File: config.mk
export PLATFORM = sky130hd
export DESIGN_NAME = stack_language_tokenizer_unit
export DESIGN_NICKNAME = d
export VERILOG_FILES = /design/src/rtl/slt_pkg.sv /design/src/rtl/slt_accum.sv /design/src/rtl/slt_scan.sv /design/src/rtl/slt_outq.sv /design/src/rtl/stack_language_tokenizer_unit.sv
export SDC_FILE = /design/constraint.sdc
export NUM_CORES = 1
export LEC_CHECK = 0
export BUFFER_PORTS_ARGS = -buffer_cell sky130_fd_sc_hd__buf_2
export CORE_MARGIN = 5
export CORE_UTILIZATION = 25
export DETAILED_ROUTE_END_ITERATION = 10
export HOLD_SLACK_MARGIN = 0.02
export PLACE_DENSITY = 0.38
export SYNTH_ARGS = -nofsm -noshare
export SYNTH_HDL_FRONTEND = slang
export SYNTH_SLANG_ARGS = --single-unit
File: constraint.sdc
create_clock -name i_clk -period 8.9 [get_ports i_clk]
set_input_delay 1.335 -clock i_clk [delete_from_list [all_inputs] [get_ports i_clk]]
set_output_delay 1.335 -clock i_clk [all_outputs]
set_load 0.01 [all_outputs]
File: src/rtl/slt_pkg.sv
package slt_pkg;

    // Width of a literal value; a literal saturates at all ones.
    localparam int VALUE_BITS = 31;
    localparam int SUM_BITS   = VALUE_BITS + 4;
    localparam int QUEUE_DEPTH = 3;

    typedef logic [VALUE_BITS-1:0] t_value;
    typedef logic [SUM_BITS-1:0]   t_sum;
    typedef logic [1:0]            t_count;

    localparam t_value VAL_MAX = {VALUE_BITS{1'b1}};

    // Character codes.
    localparam logic [7:0] CH_TAB    = 8'h09;
    localparam logic [7:0] CH_CR     = 8'h0D;
    localparam logic [7:0] CH_LF     = 8'h0A;
    localparam logic [7:0] CH_SPACE  = 8'h20;
    localparam logic [7:0] CH_BANG   = 8'h21;
    localparam logic [7:0] CH_HASH   = 8'h23;
    localparam logic [7:0] CH_DOLLAR = 8'h24;
    localparam logic [7:0] CH_PCT    = 8'h25;
    localparam logic [7:0] CH_AMP    = 8'h26;
    localparam logic [7:0] CH_LPAREN = 8'h28;
    localparam logic [7:0] CH_RPAREN = 8'h29;
    localparam logic [7:0] CH_STAR   = 8'h2A;
    localparam logic [7:0] CH_PLUS   = 8'h2B;
    localparam logic [7:0] CH_MINUS  = 8'h2D;
    localparam logic [7:0] CH_SLASH  = 8'h2F;
    localparam logic [7:0] CH_ZERO   = 8'h30;
    localparam logic [7:0] CH_NINE   = 8'h39;
    localparam logic [7:0] CH_COLON  = 8'h3A;
    localparam logic [7:0] CH_SEMI   = 8'h3B;
    localparam logic [7:0] CH_LT     = 8'h3C;
    localparam logic [7:0] CH_EQ     = 8'h3D;
    localparam logic [7:0] CH_GT     = 8'h3E;
    localparam logic [7:0] CH_AT     = 8'h40;
    localparam logic [7:0] CH_UPPER_A = 8'h41;
    localparam logic [7:0] CH_UPPER_E = 8'h45;
    localparam logic [7:0] CH_UPPER_S = 8'h53;
    localparam logic [7:0] CH_UPPER_Z = 8'h5A;
    localparam logic [7:0] CH_LBRACK = 8'h5B;
    localparam logic [7:0] CH_RBRACK = 8'h5D;
    localparam logic [7:0] CH_LOWER_A = 8'h61;
    localparam logic [7:0] CH_LOWER_Z = 8'h7A;
    localparam logic [7:0] CH_LBRACE = 8'h7B;
    localparam logic [7:0] CH_BAR    = 8'h7C;
    localparam logic [7:0] CH_RBRACE = 8'h7D;

    typedef enum logic [3:0] {
        M_IDLE, M_COMMENT, M_NUMBER, M_AMP, M_BAR, M_EQ, M_BANG,
        M_LT, M_GT, M_COLON, M_SEMI
    } t_mode;

    typedef enum logic [4:0] {
        K_PUSH, K_ADD, K_SUB, K_MUL, K_DIV, K_MOD, K_STORE, K_LOAD,
        K_STARTIF, K_ENDIF, K_STARTWHILE, K_ENDWHILE, K_STARTFOR, K_ENDFOR,
        K_STARTFUNC, K_ENDFUNC, K_EQUAL, K_NE, K_LESS, K_GREATER, K_LE, K_GE,
        K_AND, K_OR, K_NOT, K_START, K_EXIT, K_EOF, K_ERROR
    } t_kind;

    typedef enum logic [2:0] {
        ERR_END_OP, ERR_AMP, ERR_BAR, ERR_EQ, ERR_VAR, ERR_UNKNOWN
    } t_err;

    typedef struct packed {
        logic [7:0] char_code;
        logic       end_marker;
    } t_char;

    typedef struct packed {
        logic [4:0] token_kind;
        t_value     token_value;
        logic [2:0] error_code;
        logic       run_last;
    } t_token;

    typedef struct packed {
        t_mode  mode;
        t_value acc;
        logic   halt;
    } t_scan_state;

    typedef struct packed {
        t_count count;
        t_token tok0;
        t_token tok1;
    } t_scan_res;

endpackage

File: src/rtl/slt_accum.sv
module slt_accum (
    input  slt_pkg::t_value i_acc,
    input  logic [3:0]      i_digit,
    output slt_pkg::t_value o_acc
);

    slt_pkg::t_sum w_wide;

    // acc * 10 + digit as two shifted adds, then clamp.
    always_comb begin
        w_wide = (slt_pkg::t_sum'(i_acc) << 3) + (slt_pkg::t_sum'(i_acc) << 1)
               + slt_pkg::t_sum'(i_digit);
        if (w_wide > slt_pkg::t_sum'(slt_pkg::VAL_MAX)) begin
            o_acc = slt_pkg::VAL_MAX;
        end else begin
            o_acc = w_wide[slt_pkg::VALUE_BITS-1:0];
        end
    end

endmodule

File: src/rtl/slt_scan.sv
module slt_scan (
    input  slt_pkg::t_char       i_beat,
    input  slt_pkg::t_scan_state i_state,
    output slt_pkg::t_scan_state o_state,
    output slt_pkg::t_scan_res   o_res
);

    typedef struct packed {
        logic            emit;
        slt_pkg::t_kind  kind;
        slt_pkg::t_err   err;
        slt_pkg::t_mode  mode;
        logic            digit;
    } t_fresh;

    // Handling of a byte seen with no pending context.
    function automatic t_fresh f_fresh(input logic [7:0] c);
        t_fresh f;
        f = '{emit: 1'b0, kind: slt_pkg::K_PUSH, err: slt_pkg::ERR_END_OP,
              mode: slt_pkg::M_IDLE, digit: 1'b0};
        if ((c >= slt_pkg::CH_TAB && c <= slt_pkg::CH_CR) || c == slt_pkg::CH_SPACE) begin
            f.emit = 1'b0;
        end else if (c == slt_pkg::CH_HASH) begin
            f.mode = slt_pkg::M_COMMENT;
        end else if (c >= slt_pkg::CH_ZERO && c <= slt_pkg::CH_NINE) begin
            f.mode  = slt_pkg::M_NUMBER;
            f.digit = 1'b1;
        end else begin
            f.emit = 1'b1;
            case (c)
                slt_pkg::CH_PLUS:    f.kind = slt_pkg::K_ADD;
                slt_pkg::CH_MINUS:   f.kind = slt_pkg::K_SUB;
                slt_pkg::CH_STAR:    f.kind = slt_pkg::K_MUL;
                slt_pkg::CH_SLASH:   f.kind = slt_pkg::K_DIV;
                slt_pkg::CH_PCT:     f.kind = slt_pkg::K_MOD;
                slt_pkg::CH_LBRACK:  f.kind = slt_pkg::K_STARTIF;
                slt_pkg::CH_RBRACK:  f.kind = slt_pkg::K_ENDIF;
                slt_pkg::CH_LBRACE:  f.kind = slt_pkg::K_STARTWHILE;
                slt_pkg::CH_RBRACE:  f.kind = slt_pkg::K_ENDWHILE;
                slt_pkg::CH_LPAREN:  f.kind = slt_pkg::K_STARTFOR;
                slt_pkg::CH_RPAREN:  f.kind = slt_pkg::K_ENDFOR;
                slt_pkg::CH_AT:      f.kind = slt_pkg::K_STARTFUNC;
                slt_pkg::CH_DOLLAR:  f.kind = slt_pkg::K_ENDFUNC;
                slt_pkg::CH_UPPER_S: f.kind = slt_pkg::K_START;
                slt_pkg::CH_UPPER_E: f.kind = slt_pkg::K_EXIT;
                slt_pkg::CH_AMP:   begin f.emit = 1'b0; f.mode = slt_pkg::M_AMP;   end
                slt_pkg::CH_BAR:   begin f.emit = 1'b0; f.mode = slt_pkg::M_BAR;   end
                slt_pkg::CH_EQ:    begin f.emit = 1'b0; f.mode = slt_pkg::M_EQ;    end
                slt_pkg::CH_BANG:  begin f.emit = 1'b0; f.mode = slt_pkg::M_BANG;  end
                slt_pkg::CH_LT:    begin f.emit = 1'b0; f.mode = slt_pkg::M_LT;    end
                slt_pkg::CH_GT:    begin f.emit = 1'b0; f.mode = slt_pkg::M_GT;    end
                slt_pkg::CH_COLON: begin f.emit = 1'b0; f.mode = slt_pkg::M_COLON; end
                slt_pkg::CH_SEMI:  begin f.emit = 1'b0; f.mode = slt_pkg::M_SEMI;  end
                default: begin
                    f.kind = slt_pkg::K_ERROR;
                    f.err  = slt_pkg::ERR_UNKNOWN;
                end
            endcase
        end
        return f;
    endfunction

    function automatic slt_pkg::t_token f_tok(input slt_pkg::t_kind k,
                                              input slt_pkg::t_value v,
                                              input slt_pkg::t_err e);
        slt_pkg::t_token t;
        t.token_kind  = k;
        t.token_value = v;
        t.error_code  = e;
        t.run_last    = 1'b0;
        return t;
    endfunction

    logic [7:0]       w_c;
    logic             w_is_digit;
    logic             w_is_alpha;
    slt_pkg::t_value  w_acc_next;
    t_fresh           w_fresh;
    slt_pkg::t_token  w_slot [2];
    slt_pkg::t_count  w_n;
    logic             w_do_fresh;

    assign w_c        = i_beat.char_code;
    assign w_is_digit = (w_c >= slt_pkg::CH_ZERO) && (w_c <= slt_pkg::CH_NINE);
    assign w_is_alpha = ((w_c >= slt_pkg::CH_UPPER_A) && (w_c <= slt_pkg::CH_UPPER_Z))
                     || ((w_c >= slt_pkg::CH_LOWER_A) && (w_c <= slt_pkg::CH_LOWER_Z));
    assign w_fresh    = f_fresh(w_c);

    slt_accum u_accum (
        .i_acc   (i_state.acc),
        .i_digit (w_c[3:0]),
        .o_acc   (w_acc_next)
    );

    always_comb begin
        o_state    = i_state;
        w_n        = '0;
        w_do_fresh = 1'b0;
        w_slot[0]  = f_tok(slt_pkg::K_PUSH, '0, slt_pkg::ERR_END_OP);
        w_slot[1]  = f_tok(slt_pkg::K_PUSH, '0, slt_pkg::ERR_END_OP);

        if (!i_state.halt) begin
            if (i_beat.end_marker) begin
                unique case (i_state.mode) inside
                    slt_pkg::M_NUMBER: begin
                        w_slot[0] = f_tok(slt_pkg::K_PUSH, i_state.acc, slt_pkg::ERR_END_OP);
                        w_n = 2'd1;
                    end
                    slt_pkg::M_LT: begin
                        w_slot[0] = f_tok(slt_pkg::K_LESS, '0, slt_pkg::ERR_END_OP);
                        w_n = 2'd1;
                    end
                    slt_pkg::M_GT: begin
                        w_slot[0] = f_tok(slt_pkg::K_GREATER, '0, slt_pkg::ERR_END_OP);
                        w_n = 2'd1;
                    end
                    slt_pkg::M_AMP, slt_pkg::M_BAR, slt_pkg::M_EQ, slt_pkg::M_BANG: begin
                        w_slot[0] = f_tok(slt_pkg::K_ERROR, '0, slt_pkg::ERR_END_OP);
                        w_n = 2'd1;
                        o_state.halt = 1'b1;
                    end
                    slt_pkg::M_COLON, slt_pkg::M_SEMI: begin
                        w_slot[0] = f_tok(slt_pkg::K_ERROR, '0, slt_pkg::ERR_VAR);
                        w_n = 2'd1;
                        o_state.halt = 1'b1;
                    end
                    default: begin
                        w_n = 2'd0;
                    end
                endcase
                if (!o_state.halt) begin
                    w_slot[w_n[0]] = f_tok(slt_pkg::K_EOF, '0, slt_pkg::ERR_END_OP);
                    w_n = w_n + 2'd1;
                end
                o_state.mode = slt_pkg::M_IDLE;
                o_state.acc  = '0;
            end else begin
                unique case (i_state.mode) inside
                    slt_pkg::M_COMMENT: begin
                        if (w_c == slt_pkg::CH_LF) begin
                            o_state.mode = slt_pkg::M_IDLE;
                        end
                    end
                    slt_pkg::M_NUMBER: begin
                        if (w_is_digit) begin
                            o_state.acc = w_acc_next;
                        end else begin
                            w_slot[0] = f_tok(slt_pkg::K_PUSH, i_state.acc,
                                              slt_pkg::ERR_END_OP);
                            w_n = 2'd1;
                            o_state.acc = '0;
                            w_do_fresh = 1'b1;
                        end
                    end
                    slt_pkg::M_AMP: begin
                        o_state.mode = slt_pkg::M_IDLE;
                        w_n = 2'd1;
                        if (w_c == slt_pkg::CH_AMP) begin
                            w_slot[0] = f_tok(slt_pkg::K_AND, '0, slt_pkg::ERR_END_OP);
                        end else begin
                            w_slot[0] = f_tok(slt_pkg::K_ERROR, '0, slt_pkg::ERR_AMP);
                            o_state.halt = 1'b1;
                        end
                    end
                    slt_pkg::M_BAR: begin
                        o_state.mode = slt_pkg::M_IDLE;
                        w_n = 2'd1;
                        if (w_c == slt_pkg::CH_BAR) begin
                            w_slot[0] = f_tok(slt_pkg::K_OR, '0, slt_pkg::ERR_END_OP);
                        end else begin
                            w_slot[0] = f_tok(slt_pkg::K_ERROR, '0, slt_pkg::ERR_BAR);
                            o_state.halt = 1'b1;
                        end
                    end
                    slt_pkg::M_EQ: begin
                        o_state.mode = slt_pkg::M_IDLE;
                        w_n = 2'd1;
                        if (w_c == slt_pkg::CH_EQ) begin
                            w_slot[0] = f_tok(slt_pkg::K_EQUAL, '0, slt_pkg::ERR_END_OP);
                        end else begin
                            w_slot[0] = f_tok(slt_pkg::K_ERROR, '0, slt_pkg::ERR_EQ);
                            o_state.halt = 1'b1;
                        end
                    end
                    slt_pkg::M_BANG, slt_pkg::M_LT, slt_pkg::M_GT: begin
                        o_state.mode = slt_pkg::M_IDLE;
                        w_n = 2'd1;
                        if (w_c == slt_pkg::CH_EQ) begin
                            w_slot[0] = f_tok(
                                (i_state.mode == slt_pkg::M_BANG) ? slt_pkg::K_NE :
                                (i_state.mode == slt_pkg::M_LT)   ? slt_pkg::K_LE :
                                                                    slt_pkg::K_GE,
                                '0, slt_pkg::ERR_END_OP);
                        end else begin
                            w_slot[0] = f_tok(
                                (i_state.mode == slt_pkg::M_BANG) ? slt_pkg::K_NOT  :
                                (i_state.mode == slt_pkg::M_LT)   ? slt_pkg::K_LESS :
                                                                    slt_pkg::K_GREATER,
                                '0, slt_pkg::ERR_END_OP);
                            w_do_fresh = 1'b1;
                        end
                    end
                    slt_pkg::M_COLON, slt_pkg::M_SEMI: begin
                        o_state.mode = slt_pkg::M_IDLE;
                        w_n = 2'd1;
                        if (w_is_alpha) begin
                            w_slot[0] = f_tok(
                                (i_state.mode == slt_pkg::M_COLON) ? slt_pkg::K_STORE :
                                                                     slt_pkg::K_LOAD,
                                slt_pkg::t_value'(w_c), slt_pkg::ERR_END_OP);
                        end else begin
                            w_slot[0] = f_tok(slt_pkg::K_ERROR, '0, slt_pkg::ERR_VAR);
                            o_state.halt = 1'b1;
                        end
                    end
                    default: begin
                        w_do_fresh = 1'b1;
                    end
                endcase

                if (w_do_fresh) begin
                    o_state.mode = w_fresh.mode;
                    if (w_fresh.digit) begin
                        o_state.acc = slt_pkg::t_value'(w_c[3:0]);
                    end
                    if (w_fresh.emit) begin
                        w_slot[w_n[0]] = f_tok(w_fresh.kind, '0, w_fresh.err);
                        w_n = w_n + 2'd1;
                        if (w_fresh.kind == slt_pkg::K_ERROR) begin
                            o_state.halt = 1'b1;
                        end
                    end
                end
            end

            // An error clears the scan state for good.
            if (o_state.halt) begin
                o_state.mode = slt_pkg::M_IDLE;
                o_state.acc  = '0;
            end
        end

        if (w_n == 2'd1) begin
            w_slot[0].run_last = 1'b1;
        end else if (w_n == 2'd2) begin
            w_slot[1].run_last = 1'b1;
        end

        o_res.count = w_n;
        o_res.tok0  = w_slot[0];
        o_res.tok1  = w_slot[1];
    end

endmodule

File: src/rtl/slt_outq.sv
module slt_outq (
    input  logic               i_clk,
    input  logic               i_rst_n,
    input  logic               i_push,
    input  slt_pkg::t_scan_res i_res,
    input  logic               i_pop,
    output logic               o_room,
    output logic               o_valid,
    output slt_pkg::t_token    o_head
);

    slt_pkg::t_token r_q [slt_pkg::QUEUE_DEPTH];
    slt_pkg::t_token n_q [slt_pkg::QUEUE_DEPTH];
    slt_pkg::t_count r_cnt;
    slt_pkg::t_count n_cnt;
    slt_pkg::t_count w_left;

    assign w_left  = r_cnt - slt_pkg::t_count'(i_pop);
    assign o_room  = (w_left <= 2'd1);
    assign o_valid = (r_cnt != 2'd0);
    assign o_head  = r_q[0];

    always_comb begin
        for (int i = 0; i < slt_pkg::QUEUE_DEPTH - 1; i++) begin
            if (i_pop) begin
                n_q[i] = r_q[i + 1];
            end else begin
                n_q[i] = r_q[i];
            end
        end
        n_q[slt_pkg::QUEUE_DEPTH - 1] = r_q[slt_pkg::QUEUE_DEPTH - 1];
        n_cnt = w_left;
        if (i_push) begin
            for (int i = 0; i < slt_pkg::QUEUE_DEPTH; i++) begin
                if ((i_res.count != 2'd0) && (slt_pkg::t_count'(i) == w_left)) begin
                    n_q[i] = i_res.tok0;
                end
                if ((i_res.count == 2'd2) && (slt_pkg::t_count'(i) == w_left + 2'd1)) begin
                    n_q[i] = i_res.tok1;
                end
            end
            n_cnt = w_left + i_res.count;
        end
    end

    always_ff @(posedge i_clk) begin
        r_q <= n_q;
        if (!i_rst_n) begin
            r_cnt <= '0;
        end else begin
            r_cnt <= n_cnt;
        end
    end

endmodule

File: src/rtl/stack_language_tokenizer_unit.sv
// Streaming tokenizer for a small stack language.
//
// Input channel (i_in_valid / o_in_ready / i_in_data): one source byte per
// beat, or a beat with end_marker set that closes the stream and yields an
// end-of-file token. Output channel (o_out_valid / i_out_ready / o_out_data):
// one token per beat, with run_last set on the last token that an input beat
// caused. An input beat causes zero, one or two tokens.
//
// An accepted beat waits in the input register until the queue has room, is
// scanned, and its tokens land in a three-entry result queue whose head drives
// the output. A new input beat can be taken every cycle while the queue has
// room; tokens leave through the single output port of the result queue, one
// per output beat, so a beat that yields two tokens needs two output beats.
//
// The input stage only moves on while the queue has room for two tokens, so
// when the receiver stalls, o_in_ready falls once two tokens wait in the queue
// and another beat sits in the input register; beats that yield no token are
// held as well. A synchronous reset clears the scan state, the error halt,
// the input stage and the queue. After an error token the block swallows all
// later beats, end markers included, until the next reset.
module stack_language_tokenizer_unit (
    input  logic            i_clk,
    input  logic            i_rst_n,
    input  logic            i_in_valid,
    output logic            o_in_ready,
    input  slt_pkg::t_char  i_in_data,
    output logic            o_out_valid,
    input  logic            i_out_ready,
    output slt_pkg::t_token o_out_data
);

    // Input stage.
    logic                 r_in_valid;
    slt_pkg::t_char       r_in_beat;

    // Scan state: mode, literal accumulator and the error halt.
    slt_pkg::t_scan_state r_state;
    slt_pkg::t_scan_state w_state_next;
    slt_pkg::t_scan_res   w_res;

    logic w_room;
    logic w_advance;
    logic w_pop;

    assign w_pop      = o_out_valid && i_out_ready;
    assign w_advance  = r_in_valid && w_room;
    assign o_in_ready = !r_in_valid || w_room;

    slt_scan u_scan (
        .i_beat  (r_in_beat),
        .i_state (r_state),
        .o_state (w_state_next),
        .o_res   (w_res)
    );

    slt_outq u_outq (
        .i_clk   (i_clk),
        .i_rst_n (i_rst_n),
        .i_push  (w_advance),
        .i_res   (w_res),
        .i_pop   (w_pop),
        .o_room  (w_room),
        .o_valid (o_out_valid),
        .o_head  (o_out_data)
    );

    always_ff @(posedge i_clk) begin
        if (i_in_valid && o_in_ready) begin
            r_in_beat <= i_in_data;
        end
        if (!i_rst_n) begin
            r_in_valid   <= 1'b0;
            r_state.mode <= slt_pkg::M_IDLE;
            r_state.acc  <= '0;
            r_state.halt <= 1'b0;
        end else begin
            if (o_in_ready) begin
                r_in_valid <= i_in_valid;
            end
            if (w_advance) begin
                r_state <= w_state_next;
            end
        end
    end

endmodule

==> results.sh, run 1 <==
export IMPL_status="completed"
export IMPL_cp_end_kind="flop"
export IMPL_cp_slowest_cell="nor2_1"
export IMPL_crit_family="compound AO/OA/AOI/OAI gates"
export IMPL_arrival_ns=5.01
export IMPL_r2r_setup_slack_ns=4.19
export IMPL_clock_path_buffers=2
export IMPL_vias=8803
export IMPL_min_path_type="flop to flop"
export IMPL_wl_met3_um=1093
export IMPL_wl_um=33140
export IMPL_syn_inst=1217
export IMPL_io_buffers=54
export IMPL_ys_async_sr_fraction_pct=0
export IMPL_drive_above_1_share_pct=11.20
export IMPL_setup_slack_ns=4.189
export IMPL_worstSetupPathType="flop to flop"
export IMPL_grt_pass1_vias=8408
export IMPL_worstSetupStartpointType="flop"
export IMPL_synth_fp_nets=1297
export IMPL_final_cell_mix="119 x dfxtp_1, 109 x a21oi_1, 106 x nand2_1"
export IMPL_maxSlewHeadroom_pct=24.60
export IMPL_ys_types=89
export IMPL_cap_violations=0
export IMPL_hold_buffers=0
export IMPL_post_cts_buffers=0
export IMPL_antenna_found_initial=0
export IMPL_clk_pin_slew_ns=0.08
export IMPL_pre_cts_slack_ns=3.969
export IMPL_powerDensity_nw_per_um2=237.5
export IMPL_finalNetCount=1263
export IMPL_grt_max_degree=78
export IMPL_hpwlAfterDp_um=23400
export IMPL_grt_pass1_wl_um=52070
export IMPL_finClkSkew_ns=0.01799
export IMPL_ys_seq_area_share_pct=36.08
export IMPL_htreeDepth=4
export IMPL_ys_ff_latch=168
export IMPL_m1WireLength_um=17810
export IMPL_initial_core_util_pct=25.35
export IMPL_placed_area_um2=11070
export IMPL_setup_tns_ns=0
export IMPL_grt_total_usage_pct=13.99
export IMPL_cts_resized=0
export IMPL_min_delay_start="u_outq.r_q[5]$_DFFE_PP_"
export IMPL_synth_main_ff_cell="dfxtp_1"
export IMPL_path_buf_inv=3
export IMPL_cts_buffers=17
export IMPL_rows=75
export IMPL_top_layer="met4"
export IMPL_layout_commonest_cell="dfxtp_1"
export IMPL_slew_violations=0
export IMPL_drt_iter0_markers=561
export IMPL_startpoint="r_in_beat[4]$_DFFE_PP_"
export IMPL_gp_congestion=0.8375
export IMPL_pin_count=55
export IMPL_n_antenna_cell=0
export IMPL_cp_required_ns=9.20
export IMPL_max_stage_delay_ns=0.62
export IMPL_avgViaCountPerCell=5.074
export IMPL_die_y_um=216.7
export IMPL_firstDrtPassIters=4
export IMPL_cp_max_fo=33
export IMPL_final_min_clock_period_ns=4.711
export IMPL_grt_overflow=0
export IMPL_synth_edf_count=49
export IMPL_synthesis_area_um2=10680
export IMPL_reg2reg_from="r_in_beat[4]$_DFFE_PP_"
export IMPL_hold_slack_ns=0.5146
export IMPL_clock_latency_ns=0.45
export IMPL_worstMarginPinSlew_ns=1.131
export IMPL_final_core_util_pct=27.74
export IMPL_die_area_um2=46960
export IMPL_dr_wl_met2_um=13910
export IMPL_max_vdd_ir_drop_mv=0.1214
export IMPL_cts_root_buf="clkbuf_16"
export IMPL_cts_tree="built"
export IMPL_leakage_uw=0.004503
export IMPL_ant_nets=0
export IMPL_hold_viol=0
export IMPL_rsz0062_at_grt="no"
export IMPL_drc=0
export IMPL_period_share_pct=52.93
export IMPL_core_area_um2=42130
export IMPL_clock_fmax_ghz=0.2123
export IMPL_cts_sinks=168
export IMPL_die_w_um=216.7
export IMPL_wl_per_cell_um=19.10
export IMPL_avgSynthCellArea_um2=8.777
export IMPL_path_cells="buf_4, inv_1, fa_1, fa_1, and2b_1, o2111ai_2, a2111o_1, a2111oi_2, or2_2, mux2i_1, a211o_1, buf_4, nor2_1, a21oi_1"
export IMPL_stdcell_area_um2=11690
export IMPL_syn_to_final_growth_pct=9.429
export IMPL_setup_viol=0
export IMPL_yosysWarnings=0
## registers in the layout, indices dropped and copies added (netlist names)
| register | count |
|---|---|
| u_outq.r_q | 80 |
| u_outq.o_head | 40 |
| r_state | 36 |
| r_in_beat | 9 |
| u_outq.r_cnt | 2 |
| r_in_valid | 1 |
## kinds of logic (layout without fill, tap and decap cells)
group,Yosys count,in the layout,share of synthesized area [%]
compound gates,390,390,24.75
simple gates,360,360,16.47
flops,168,168,36.08
buf+inv,150,129,7.391
fa+ha+maj,68,68,8.082
mux,49,49,4.603
xor+xnor,32,32,2.624
## metal layers
metal,vias to the layer above,track usage (%)
met5,-,0
met4,0,3.032
met3,14,2.107
met2,165,20.38
met1,4230,21.70
li1,4394,-
## where the power goes
| group | switching [uW] | total, uW | leakage (uW) | internal, uW |
|---|---|---|---|---|
| sequential | 110 | 1100 | 0.00139 | 989 |
| clock | 384 | 783 | 0.000302 | 399 |
| combinational | 517 | 894 | 0.00281 | 377 |
| total | 1010 | 2780 | 0.00450 | 1770 |
## path summary, 6_finish.rpt
kind                         endpoint  cells after the start
min            u_outq.r_q[45]$_DFF_P_                      2
max reg2reg  r_state[25]$_SDFFE_PN0P_                     14
max          r_state[25]$_SDFFE_PN0P_                     14
min reg2reg    u_outq.r_q[45]$_DFF_P_                      2
## area by class of cell
class	instances	area, um^2
Clock inverter	14	165.2
Sequential cell	168	3854
Clock buffer	18	450.4
Inverter	30	113.9
Fill cell	4521	30450
Timing Repair Buffer	67	367.9
Multi-Input combinational cell	899	6063
Tap cell	539	674.4
## tightest hold or removal path: stages (launching register included)
cell and delay [ns]:
edfxtp_1 0.32, mux2i_1 0.06, o22ai_1 0.09
## cell usage after synthesis (17+ instances only)
cell,number,area [um^2]
mux2i_1,48,480.5
o22ai_1,44,275.3
a21oi_1,110,550.5
inv_1,28,105.1
buf_4,40,300.3
o21ai_0,54,270.3
nor2_1,104,390.4
buf_2,22,110.1
clkbuf_1,48,180.2
nand2_1,107,401.6
xnor2_1,17,148.9
edfxtp_1,49,1471
ha_1,65,813.3
a211oi_1,50,375.4
and2_1,48,300.3
nor3_1,17,85.08
dfxtp_1,119,2382
## per-stage QoR
stage / instances / power (uW)
floorplan: 1217 / 1854
global placement: 1703 / 2014
detailed placement: 1703 / 2018
CTS: 1735 / 2816
global route: 1735 / 2971
finish: 1735 / 2776
Note: power is estimated with default switching activity, not from simulation.
==> run 2: changes to the inputs <==
Settings changed: PLACE_DENSITY 0.38 to 0.4.
Clock period 8.9 ns to 4.2 ns, I/O delays scaled along.
==> run 2 against run 1 <==
Compared with the run above: highest routed layer is now met5; clock skew is 0.0016 ns lower; critical path depth decreased by 1; combinational power up 120%; power up 110%; sequential power increased by 110%; worst hold slack worse by 0.17 ns; final area rose by 3.0%; flip-flop and latch count did not move; utilization grew 0.82 points; critical endpoint is now r_state[20]$_SDFFE_PN0P_; global-route usage up 0.063 points; register-to-register slack worse by 4.0 ns.
==> results.sh, run 2 (synthesis gave the netlist of run 1 again) <==
export IMPL_cts_buffers=17
export IMPL_final_min_clock_period_ns=3.991
export IMPL_finalNetCount=1300
export IMPL_placed_cells=1740
export IMPL_cp_required_ns=4.52
export IMPL_vias=9036
export IMPL_largest_reg_flops=80
export IMPL_final_cell_mix="119 x dfxtp_1, 109 x a21oi_1, 107 x nand2_1"
export IMPL_grt_max_degree=50
export IMPL_path_buf_inv=2
export IMPL_grt_overflow=0
export IMPL_drc=0
export IMPL_io_buffers=54
export IMPL_initial_core_util_pct=25.35
export IMPL_hold_viol=0
export IMPL_die_area_um2=46960
export IMPL_max_stage_delay_ns=0.53
export IMPL_rsz0062_at_grt="no"
export IMPL_stdcell_count=1772
export IMPL_antenna_found_initial=2
export IMPL_pin_count=55
export IMPL_cap_violations=0
export IMPL_cts_sinks=168
export IMPL_grt_pass1_vias=8913
export IMPL_core_area_um2=42130
export IMPL_grt_pass1_wl_um=52670
export IMPL_worstSetupPathType="flop to flop"
export IMPL_firstDrtPassIters=4
export IMPL_htreeDepth=4
export IMPL_period_share_pct=95.02
export IMPL_drive_above_1_share_pct=13.79
export IMPL_wl_per_cell_um=18.56
export IMPL_cp_max_fo=17
export IMPL_gp_congestion=0.8624
export IMPL_cp_slowest_cell="fa_1"
export IMPL_powerDensity_nw_per_um2=492.2
export IMPL_hpwlAfterDp_um=23930
export IMPL_arrival_ns=4.32
export IMPL_path_cells="inv_1, fa_1, fa_1, and2b_1, o2111ai_2, a2111o_1, a2111oi_2, or2_2, mux2i_1, a211o_1, buf_8, o311ai_0, o21ai_1"
export IMPL_slew_violations=0
export IMPL_max_vdd_ir_drop_mv=0.2673
export IMPL_worstMarginPinSlew_ns=0.8033
export IMPL_grt_total_usage_pct=14.06
export IMPL_clock_path_buffers=2
export IMPL_num_fill_cells=4515
export IMPL_cts_root_buf="clkbuf_16"
export IMPL_rows=75
export IMPL_ant_nets=0
export IMPL_post_cts_buffers=0
export IMPL_placed_area_um2=11430
export IMPL_finClkSkew_ns=0.01639
export IMPL_maxSlewHeadroom_pct=46.44
export IMPL_setup_tns_ns=0
export IMPL_clk_pin_slew_ns=0.08
export IMPL_min_path_type="input port to flop"
export IMPL_cp_end_kind="flop"
export IMPL_avgViaCountPerCell=5.099
export IMPL_n_antenna_cell=0
export IMPL_stdcell_area_um2=12030
export IMPL_status="completed"
export IMPL_layout_commonest_cell="dfxtp_1"
export IMPL_clock_latency_ns=0.46
export IMPL_die_w_um=216.7
export IMPL_setup_viol=0
export IMPL_die_y_um=216.7
export IMPL_clock_fmax_ghz=0.2506
export IMPL_crit_family="compound AO/OA/AOI/OAI gates"
export IMPL_wl_um=32890
export IMPL_worstSetupStartpointType="flop"
export IMPL_drt_iter0_markers=523
export IMPL_largest_register="u_outq.r_q"
export IMPL_cpMostUsedCell="fa_1"
export IMPL_syn_to_final_growth_pct=12.66
export IMPL_cts_tree="built"
export IMPL_leakage_uw=0.004692
==> run 2: changes by cell type in the layout (fill, tap and decap cells not counted), sizes merged <==
cell,change
buf,+37
clkbuf,+1
clkinvlp,+3
inv,-4
==> run 2: final timing paths <==
check | startpoint | to | slack, ns | cells past startpoint
setup / recovery | r_in_beat[4]$_DFFE_PP_ | r_state[20]$_SDFFE_PN0P_ | 0.21 | 13
hold / removal | i_in_data[8] | r_in_beat[8]$_DFFE_PP_ | 0.34 | 1
setup reg to reg | r_in_beat[4]$_DFFE_PP_ | r_state[20]$_SDFFE_PN0P_ | 0.21 | 13
hold reg to reg | u_outq.r_q[2]$_DFFE_PP_ | u_outq.r_q[42]$_DFF_P_ | 0.51 | 2
==> run 2: report_power, final <==
group | internal (uW) | switching, uW | total [uW]
combinational | 881 | 1120 | 2000
clock | 835 | 765 | 1600
sequential | 2100 | 224 | 2320
==> run 2: routing by layer <==
metal	wire length (um)	track usage, %
met3	1214	2.651
met2	14380	21.51
met4	344	3.413
met1	16930	20.45
met5	21	0
==> run 2: area by class of cell <==
type	instances	area, um^2	area share (%)
multi-input cells	899	6070	50.44
clock inverters	13	130.1	1.081
repair buffers	104	728.2	6.051
inverters	30	113.9	0.9461
clock buffers	19	464.2	3.857
well taps	539	674.4	5.604
flip-flops and latches	168	3854	32.02
==> run 2: what timing repair did <==
action                     CTS  global route
hold buffers                 0             0
resized for setup            0             4
setup endpoints to repair    0            14
==> run 2: through the flow <==
stage	util, %	hold slack [ns]	total power [uW]	setup slack [ns]
after floorplan	-	0.4679	3938	0.03941
after global placement	27.13	0.4901	4381	0.2528
after detailed placement	27.13	0.4997	4390	0.1814
after CTS	28.54	0.3099	6031	0.1278
after global routing	28.56	0.3191	6342	0.006516
final	28.56	0.3438	5923	0.2090
==> run 3: changes to the inputs <==
Settings changed: MAX_ROUTING_LAYER set to met4.
==> run 3 against run 2 <==
Compared with the run above: flip-flop and latch count did not move; global-route usage rose by 0.42 points; final cell count rose by 0.11%; utilization barely moved; non-clock buffer count did not move; critical endpoint unchanged; largest cell class unchanged.
==> results.sh, run 3 (synthesis gave the netlist of run 1 again) <==
export IMPL_pin_count=55
export IMPL_min_path_type="input port to flop"
export IMPL_grt_total_usage_pct=14.47
export IMPL_io_buffers=54
export IMPL_max_vdd_ir_drop_mv=0.2692
export IMPL_finClkSkew_ns=0.01587
export IMPL_finalNetCount=1300
export IMPL_cts_buffers=17
export IMPL_period_share_pct=95.07
export IMPL_grt_pass1_wl_um=52710
export IMPL_drt_iter0_markers=492
export IMPL_final_cell_mix="119 x dfxtp_1, 109 x a21oi_1, 107 x nand2_1"
export IMPL_hold_path_depth=1
export IMPL_die_w_um=216.7
export IMPL_powerDensity_nw_per_um2=492.2
export IMPL_cap_violations=0
export IMPL_layout_commonest_cell="dfxtp_1"
export IMPL_core_area_um2=42130
export IMPL_initial_core_util_pct=25.35
export IMPL_cts_tree="built"
export IMPL_rsz0062_at_grt="no"
export IMPL_gp_congestion=0.8793
export IMPL_cp_required_ns=4.52
export IMPL_status="completed"
export IMPL_rows=75
export IMPL_clock_path_buffers=2
export IMPL_htreeDepth=4
export IMPL_leakage_uw=0.004692
export IMPL_pre_cts_slack_ns=0.1814
export IMPL_grt_overflow=0
export IMPL_setup_tns_ns=0
export IMPL_worstMarginPinSlew_ns=0.7974
export IMPL_num_fill_cells=4513
export IMPL_hpwlAfterDp_um=23930
export IMPL_clock_fmax_ghz=0.2504
export IMPL_hold_slack_ns=0.3416
export IMPL_clock_latency_ns=0.46
export IMPL_avgViaCountPerCell=5.068
export IMPL_wl_per_cell_um=18.49
export IMPL_setup_slack_ns=0.2072
export IMPL_worstSetupPathType="flop to flop"
export IMPL_setup_viol=0
export IMPL_firstDrtPassIters=4
export IMPL_grt_max_degree=50
export IMPL_die_y_um=216.7
export IMPL_arrival_ns=4.32
export IMPL_ant_nets=0
export IMPL_cp_end_kind="flop"
export IMPL_wl_um=32810
export IMPL_clk_pin_slew_ns=0.08
export IMPL_vias=8990
export IMPL_syn_to_final_growth_pct=12.71
export IMPL_reg2reg_depth=13
export IMPL_hold_viol=0
export IMPL_antenna_found_initial=2
export IMPL_largest_reg_flops=80
export IMPL_cp_max_fo=17
export IMPL_worstSetupStartpointType="flop"
export IMPL_slew_violations=0
export IMPL_final_min_clock_period_ns=3.993
export IMPL_cts_root_buf="clkbuf_16"
export IMPL_post_cts_buffers=0
export IMPL_drive_above_1_share_pct=13.79
export IMPL_largest_register="u_outq.r_q"
export IMPL_cts_sinks=168
export IMPL_grt_pass1_vias=8918
export IMPL_maxSlewHeadroom_pct=46.83
export IMPL_drc=0
export IMPL_die_area_um2=46960
-- run 3: routing by layer --
metal / up-vias / track usage, % / share of wire, %
li1: 4473 / - / -
met1: 4359 / 20.49 / 52
met2: 135 / 21.49 / 44
met3: 23 / 2.651 / 3.2
met4: 0 / 3.413 / 1.1
met5: - / - / 0
-- run 3: area by class of cell --
type / instances / area, um^2 / share of cell area (%)
timing repair buffer: 104 / 728.2 / 6.049
multi-input combinational: 899 / 6070 / 50.42
inverter: 30 / 113.9 / 0.9458
antenna: 2 / 5.005 / 0.04157
clock inverter: 13 / 130.1 / 1.081
sequential: 168 / 3854 / 32.01
tap: 539 / 674.4 / 5.602
clock buffer: 19 / 464.2 / 3.856
-- run 3: timing repair --
item | CTS | global route
endpoints found under the hold margin | 0 | 0
gates resized for setup | 0 | 4
hold buffers | 0 | 0
setup endpoints to repair | 0 | 14
-- run 3: metrics by stage --
| step | utilization, % | instance area, um^2 | power (uW) | instances |
|---|---|---|---|---|
| 6_report | 28.57 | 12040 | 5926 | 1774 |
| 2_1_floorplan | - | 10700 | 3938 | 1217 |
| 5_1_grt | 28.57 | 12040 | 6343 | 1774 |
| 3_3_place_gp | 27.13 | 11430 | 4381 | 1740 |
| 4_1_cts | 28.54 | 12030 | 6031 | 1772 |
| 3_5_place_dp | 27.13 | 11430 | 4390 | 1740 |
-- run 3: worst max-delay path: stages, from the launching register on --
cell and delay, ns:
edfxtp_1 0.35, inv_1 0.07, fa_1 0.53, fa_1 0.47
and2b_1 0.25, o2111ai_2 0.14, a2111o_1 0.50, a2111oi_2 0.37
or2_2 0.20, mux2i_1 0.08, a211o_1 0.30, buf_8 0.18
o311ai_0 0.31, o21ai_1 0.11
-- run 3: where the power goes --
group	switching, uW	internal (uW)
registers	225	2100
logic	1120	881
clock network	765	835
-- run 3: final timing paths --
check,end,startpoint,slack (ns)
max,r_state[20]$_SDFFE_PN0P_,r_in_beat[4]$_DFFE_PP_,0.21
min reg2reg,u_outq.r_q[42]$_DFF_P_,u_outq.r_q[2]$_DFFE_PP_,0.51
min,r_in_beat[8]$_DFFE_PP_,i_in_data[8],0.34
max reg2reg,r_state[20]$_SDFFE_PN0P_,r_in_beat[4]$_DFFE_PP_,0.21
